### src/hdl/qbd_pkg.sv
// shared constants and types for the quadrature boxcar demodulator
`timescale 1ns / 1ps

package qbd_pkg;

	localparam int CHANNELS   = 4;
	localparam int RING_DEPTH = 16;
	localparam int SUM_SHIFT  = 4;

	localparam int SAMPLE_W = 24;
	localparam int PROD_W   = 25;
	localparam int PHASE_W  = 4;
	localparam int STEP_W   = 8;
	localparam int CHAN_W   = 2;

	localparam int RING_AW    = (RING_DEPTH > 1) ? $clog2(RING_DEPTH) : 1;
	localparam int RAW_SUM_W  = SAMPLE_W + RING_AW + 1;
	localparam int PROD_SUM_W = PROD_W + RING_AW + 1;
	localparam int ENTRY_W    = SAMPLE_W + 2 * PROD_W;
	localparam int CH_AW      = (CHANNELS > 1) ? $clog2(CHANNELS) : 1;

	localparam logic [RING_AW-1:0] LAST_POS    = RING_AW'(RING_DEPTH - 1);
	localparam logic [CH_AW-1:0]   LAST_CH     = CH_AW'(CHANNELS - 1);
	localparam logic [PHASE_W-1:0] QUAD_OFFSET = PHASE_W'(4);
	localparam logic [STEP_W-1:0]  STEP_RESET  = STEP_W'(1);

	typedef struct packed {
		logic signed [SAMPLE_W-1:0] raw;
		logic signed [PROD_W-1:0]   inph;
		logic signed [PROD_W-1:0]   quad;
	} avg_t;

	typedef struct packed {
		logic               accept;
		logic               neg_i;
		logic               neg_q;
		logic [RING_AW-1:0] rd_addr;
		logic               advance;
		logic [RING_AW-1:0] wr_addr;
		logic               old_ok;
	} lane_ctrl_t;

endpackage

### src/hdl/qbd_merge.sv
// result buffer that serialises the lane results one channel per transaction
`timescale 1ns / 1ps

module qbd_merge import qbd_pkg::*; (
	input  logic                      clk,
	input  logic                      arst_n,
	input  logic                      load,
	input  avg_t                      lanes [CHANNELS],
	input  logic [PHASE_W-1:0]        phase,
	output logic                      ready,
	output logic                      out_valid,
	input  logic                      out_stall,
	output logic [CHAN_W-1:0]         channel,
	output logic signed [SAMPLE_W-1:0] avg_raw,
	output logic signed [PROD_W-1:0]  avg_inphase,
	output logic signed [PROD_W-1:0]  avg_quadrature,
	output logic [PHASE_W-1:0]        phase_now,
	output logic                      last
);

	avg_t               buf_q [CHANNELS];
	logic [PHASE_W-1:0] phase_q;
	logic               valid_q;
	logic [CH_AW-1:0]   cnt_q;
	logic               at_last;
	logic               take;

	always_comb begin
		at_last = (cnt_q == LAST_CH);
		take    = valid_q && !out_stall;
		// buffer frees when its final transaction goes out
		ready   = !valid_q || (take && at_last);
	end

	always_ff @(posedge clk) begin
		if (load) begin
			buf_q   <= lanes;
			phase_q <= phase;
		end
	end

	always_ff @(posedge clk or negedge arst_n) begin
		if (!arst_n) begin
			valid_q <= 1'b0;
			cnt_q   <= '0;
		end else if (load) begin
			valid_q <= 1'b1;
			cnt_q   <= '0;
		end else if (take) begin
			if (at_last) begin
				valid_q <= 1'b0;
				cnt_q   <= '0;
			end else begin
				cnt_q <= cnt_q + 1'b1;
			end
		end
	end

	always_comb begin
		out_valid      = valid_q;
		channel        = CHAN_W'(cnt_q);
		avg_raw        = buf_q[cnt_q].raw;
		avg_inphase    = buf_q[cnt_q].inph;
		avg_quadrature = buf_q[cnt_q].quad;
		phase_now      = phase_q;
		last           = at_last;
	end

endmodule

### config.mk
export PLATFORM = sky130hd
export DESIGN_NAME = qbd_merge
export DESIGN_NICKNAME = d
export VERILOG_FILES = /design/src/hdl/qbd_pkg.sv /design/src/hdl/qbd_merge.sv
export SDC_FILE = /design/constraint.sdc
export NUM_CORES = 1
export LEC_CHECK = 0
export BUFFER_PORTS_ARGS = -buffer_cell sky130_fd_sc_hd__buf_2
export CORE_MARGIN = 2
export CORE_UTILIZATION = 30
export DETAILED_ROUTE_END_ITERATION = 10
export SKIP_LAST_GASP = 1
export SLEW_MARGIN = 30
export SYNTH_ARGS = -nofsm -noshare
export SYNTH_HDL_FRONTEND = slang
export SYNTH_SLANG_ARGS = --single-unit
### constraint.sdc
create_clock -name clk -period 1.86 [get_ports clk]
set_input_delay 0.093 -clock clk [delete_from_list [all_inputs] [get_ports clk]]
set_output_delay 0.093 -clock clk [all_outputs]
set_load 0.05 [all_outputs]
==> out/summary.md, run 1 <==
The flow did not finish. The failing step is clock tree synthesis. The tool reported: "[ERROR RSZ-0060] Max buffer count reached". The floorplan step set the die width to 195 um. Summing the areas of all xor and xnor instances in the mapped netlist gives 0% of the synthesized area. The number of nets in the synthesized netlist is 709, and the register bit total from synthesis is 303. Synthesis instantiated 16 different standard cells from the library. During I/O placement, the number of pins put on the boundary was 387.

Clock tree synthesis found a total of 303 sinks. The synthesized netlist devotes 0.0456% of its cell area to compound gates. After synthesis, the cell types taking the most area are sky130_fd_sc_hd__edfxtp_1, sky130_fd_sc_hd__mux4_2, sky130_fd_sc_hd__buf_12. The cell taking the most area after synthesis is sky130_fd_sc_hd__edfxtp_1.

After synthesis, the largest family of logic cells by area is multiplexers. In the synthesized netlist, mux cells make up 15.4% of the area. The share of the Yosys chip area taken by registers is 82.7%. The worst-case clock buffer depth is 3, and the post-detailed-placement half-perimeter wirelength is 18000 um. The run gives 404 as the cell count after synthesis.

In this run the tool buffered the top-level ports with 386 buffer cells. The number of hold buffers added after CTS came out at 268. The chip height was 195 um. The simple-gate area share of the yosys netlist is 0.216%. Post-synthesis cell area: 11000 um2. The root buffer cell chosen for the clock tree is sky130_fd_sc_hd__clkbuf_16.

The placement row count was 70; the synthesized area per cell was 27.2 um2. The number of buffers inserted to repair setup after CTS was 4; the post-synthesis share of cell area spent on full adders, half adders and majority gates was 0.114%. For this configuration, the core starts out at a cell density of 30.2%.

In this run, CTS created clock tree buffers numbering 35. Once the clock tree was built, the resizer swapped 123 gates to a different size. Routability-driven placement finished with a final weighted congestion of 0.765.

The H-tree was split into 2 levels. Summed over its instances, the top area cell type makes up 82.0% of the synthesized netlist area. The run gives 0 as the count of warnings emitted by yosys.
Yosys cell counts:
cell type and number:
sky130_fd_sc_hd__o21ai_0 1, sky130_fd_sc_hd__nor2_1 3, sky130_fd_sc_hd__inv_1 1, sky130_fd_sc_hd__nand2b_1 1
sky130_fd_sc_hd__mux4_2 74, sky130_fd_sc_hd__buf_12 4, sky130_fd_sc_hd__nor2b_1 1, sky130_fd_sc_hd__buf_8 1
sky130_fd_sc_hd__edfxtp_1 300, sky130_fd_sc_hd__buf_2 6, sky130_fd_sc_hd__buf_6 1, sky130_fd_sc_hd__buf_4 3
sky130_fd_sc_hd__mux2i_1 2, sky130_fd_sc_hd__dfrtp_1 3, sky130_fd_sc_hd__buf_1 2, sky130_fd_sc_hd__ha_1 1
per-stage QoR:
stage	area, um2	worst slack (ns)	hold WS, ns	util [%]	cells
2_1_floorplan	11000	0.0205	-0.203	-	404
3_3_place_gp	13600	0.156	-0.101	37.5	1263
3_5_place_dp	13600	0.131	-0.0990	37.5	1263
kinds of logic after synthesis:
family                     after synthesis
AOI/OAI and AO/OA                        1
adders and majority gates                1
buffers and inverters                   18
DFF                                    303
muxes                                   76
and+or+nand+nor                          5
==> run 2: changes to the inputs <==
--- a/config.mk
+++ b/config.mk
@@ -7,8 +7,9 @@
 export LEC_CHECK = 0
 export BUFFER_PORTS_ARGS = -buffer_cell sky130_fd_sc_hd__buf_2
 export CORE_MARGIN = 2
-export CORE_UTILIZATION = 30
+export CORE_UTILIZATION = 20
 export DETAILED_ROUTE_END_ITERATION = 10
+export PLACE_DENSITY_LB_ADDON = 0.15
 export SKIP_LAST_GASP = 1
 export SLEW_MARGIN = 30
 export SYNTH_ARGS = -nofsm -noshare
==> out/summary.md, run 2 <==
Clock tree synthesis found a total of 303 sinks. The total die area was 56800 um2. Fill cells in the final layout number 5209.

After Yosys synthesis, full adders, half adders and majority gates account for 0.114% of the synthesized area. Adding up every negative setup slack in the final design gives -18.68 ns. The share of final-layout standard cells stronger than drive strength 1 was 47.6%. In this run the horizontal extent of the chip is 238 um. Using the TritonRoute via totals, the vias-per-cell ratio works out to 3.75. Power spread over the standard cell area amounts to 989 nW/um2.

The logs give 309 for the detailed router's first-iteration violation count and 0 for the final count of hold timing violations. For hold timing, the worst endpoint is buf_q[65]. By area, the combinational part of the netlist is dominated by multiplexers. The worst setup path is launched from a flop. For this run the aggregate overflow at the end of global routing stands at 0.

In this run the worst setup path begins at channel[0]. Between clock sinks in the finished design, the worst skew comes to 0.00145 ns. The most common cell in the synthesized netlist was sky130_fd_sc_hd__edfxtp_1. The final worst-path cycle share is 117%. The register with the most flip-flops in the layout has 296 of them. Summed over all instances, the cell type with the most area after synthesis is sky130_fd_sc_hd__edfxtp_1. Maximum resistive drop on vdd: 0.604 mV. The primary flip-flop cell chosen by synthesis mapping was sky130_fd_sc_hd__edfxtp_1. The max-cap check violation count came out at 0.

The endpoint identified for the worst register-to-register timing path is channel[1]. The logs give 8169 for the via count of the first global-routing pass and 21200 um for the post-detailed-placement half-perimeter wirelength. The commonest cells after synthesis are sky130_fd_sc_hd__edfxtp_1, sky130_fd_sc_hd__mux4_2, sky130_fd_sc_hd__buf_2. During placement, the flow inserted port buffers numbering 386.

The checks that failed: negative setup slack. Of the synthesized area, sequential elements account for 82.7%. After Yosys synthesis, and, or, nand and nor cells account for 0.216% of the synthesized area. In this run the static leakage power is 7.28 nW. Worst setup path category: reg2out. For the antenna diode count, the log shows 0.

The synthesized design contains 300 enable-type register cells. For the post-route worst setup slack, the log shows -0.317 ns. The run gives 31500 um as the total wirelength of the detailed-routed design. The maximum clock rate came out at 0.459 GHz. Setup repair after global routing could not meet its margin everywhere. Ranked by total cell area, the synthesized netlist is headed by sky130_fd_sc_hd__edfxtp_1, sky130_fd_sc_hd__mux4_2, sky130_fd_sc_hd__buf_12. For the number of nets in the synthesized netlist, the log shows 709. The reg2reg setup slack is 0.35 ns. The clock buffer count from CTS is 37.

The count of nets left with antenna violations once routing finished came out at 0. The worst pin sits at a relative slew slack of 79.7%. The cell area that synthesis handed to floorplanning was 11000 um2.

The number of nets in the finished design was 1475; the register bit total from synthesis was 303. The worst hold path passes through 2 cells. Power consumption: 0.0188 W. Of all flip-flops after synthesis, the portion carrying an async set or reset was 0.990%. The most flop-heavy register was buf_q. In the layout the commonest cells are sky130_fd_sc_hd__buf_2, sky130_fd_sc_hd__dlygate4sd3_1, sky130_fd_sc_hd__edfxtp_1.

Final routed wire length divided by cell count: 16.6 um. The starting utilization of the core area was 20.3%. For the placer congestion estimate, the log shows 0.727. The worst setup path is captured at an output port.

Summing the areas of all compound-gate instances in the mapped netlist gives 0.0456% of the synthesized area. In this run the most critical hold path is launched from lanes[65]. Count of unique library cells instantiated by Yosys: 16.

Across all layers, the routed design uses 7103 vias. For the worst-case clock buffer depth, the log shows 3. The tools report the startpoint of the most critical register-to-register path as channel[0]. The portion of netlist area occupied by mux cells was 15.4%. The tools report the cell count after synthesis as 404. In this run the mean area of a mapped cell was 27.2 um2.

At the pin with the least slew margin, the transition time is 0.305 ns. From bottom edge to top edge, the die measures 238 um. For the all-layer global routing usage, the log shows 10.9%.

STA puts the critical path data required time at 1.77 ns. The synthesized netlist devotes 0% of its cell area to XOR and XNOR gates. The number of antenna violations at the first check in global routing is 0, and the relative area change from synthesis to final layout is 73.0%. The first global-routing pass estimated 46700 um of wire. The worst path in the final design needs a cycle of 2.18 ns, including I/O delays and setup. CTS built an H-tree with a depth of 2. In this run the worst path has a maximum fanout of 7. The buffer type at the clock tree root was sky130_fd_sc_hd__clkbuf_16.

The share of synthesized area in the top cell type comes to 82.0%. For this design the top-level I/O count stands at 387. Clock-pin slew was measured on the worst setup and hold paths at 0.06 ns. Leaving out fill and tap cells, the most frequent cell in the layout is sky130_fd_sc_hd__buf_2.

The max-slew violation count was 0. The type of the worst min-delay path is in2reg. The run finished, with violations left. Setup violations remaining at the end of the flow were counted as 76. The largest net degree at the start of global routing came out at 37. The detailed-routing iteration count for the pre-antenna-repair pass is 4.

The run gives 0 as the post-route DRC violation count. The initialized floorplan defines 85 standard-cell rows. Yosys printed 0 warnings.

The tools report the signal arrival time at the worst endpoint as 2.08 ns. Clock network latency to the later pin of the worst-skew pair: 0.53 ns. The core region is 54000 um2. TritonCTS built the clock tree. Number of cells on the worst reg-to-reg path: 6.
[run 2: cell counts after synthesis]
Identical to the previous run, type by type.
[run 2: timing repair]
| item | in CTS | in global routing |
|---|---|---|
| pin swaps | 0 | 0 |
| hold buffers | 304 | 0 |
| buffers inserted | 12 | 8 |
| endpoints found under the setup margin | 76 | 75 |
| gates cloned | 1 | 1 |
| gates resized for setup | 137 | 21 |
| endpoints found under the hold margin | 328 | 0 |
[run 2: how the worst max path moves through the flow]
stage	to	slack, ns	depth (start not counted)
after global routing	avg_raw[18]	-0.38	5
after floorplan	out_valid	0.02	4
after CTS	avg_inphase[4]	-0.38	5
after global placement	avg_inphase[4]	0.17	4
after detailed placement	avg_inphase[9]	0.14	4
final	avg_inphase[9]	-0.32	5
[run 2: final cells by class]
type	count	area (um2)	share of cell area, %
flip-flops and latches	303	9090	47.9
repair buffers	744	6130	32.3
multi-input cells	83	1750	9.22
clock buffers	50	1020	5.36
well taps	696	871	4.58
clock inverters	16	133	0.698
inverters	1	3.75	0.0198
[run 2: critical path, cell delays in order, from the launching register on]
cell and delay (ns):
sky130_fd_sc_hd__dfrtp_4 0.51, sky130_fd_sc_hd__buf_12 0.16, sky130_fd_sc_hd__buf_12 0.13, sky130_fd_sc_hd__buf_12 0.13
sky130_fd_sc_hd__mux4_2 0.44, sky130_fd_sc_hd__buf_6 0.17
[run 2: power breakdown]
part	total (W)	switching (W)	internal [W]
logic	0.00363	0.00186	0.00176
registers	0.00826	0.000147	0.00811
clock network	0.00690	0.00278	0.00411
total	0.0188	0.00479	0.0140
[run 2: cells by family after synthesis]
family | after synthesis
compound gates | 1
fa+ha+maj | 1
buf+inv | 18
flops | 303
mux | 76
simple gates | 5
[run 2: stage by stage]
step	util (%)	setup WS, ns	std cells	area [um2]	hold WS (ns)
after floorplan	-	0.0205	404	11000	-0.203
after global placement	26.1	0.166	1503	14100	-0.103
after detailed placement	26.1	0.143	1503	14100	-0.102
after CTS	34.9	-0.381	1886	18900	0.211
after global routing	35.2	-0.381	1893	19000	0.237
final	35.2	-0.317	1893	19000	0.256
[run 2: routing by layer]
| layer | vias to the layer above | share of wire (%) | global-route usage [%] | wire, um |
|---|---|---|---|---|
| li1 | 3294 | - | - | - |
| met1 | 3498 | 40 | 12.8 | 12500 |
| met2 | 257 | 51 | 18.8 | 16000 |
| met3 | 54 | 7.0 | 3.31 | 2210 |
| met4 | 0 | 2.7 | 4.07 | 837 |
| met5 | - | 0 | 0 | 0 |
(Power assumes the default switching activity.)
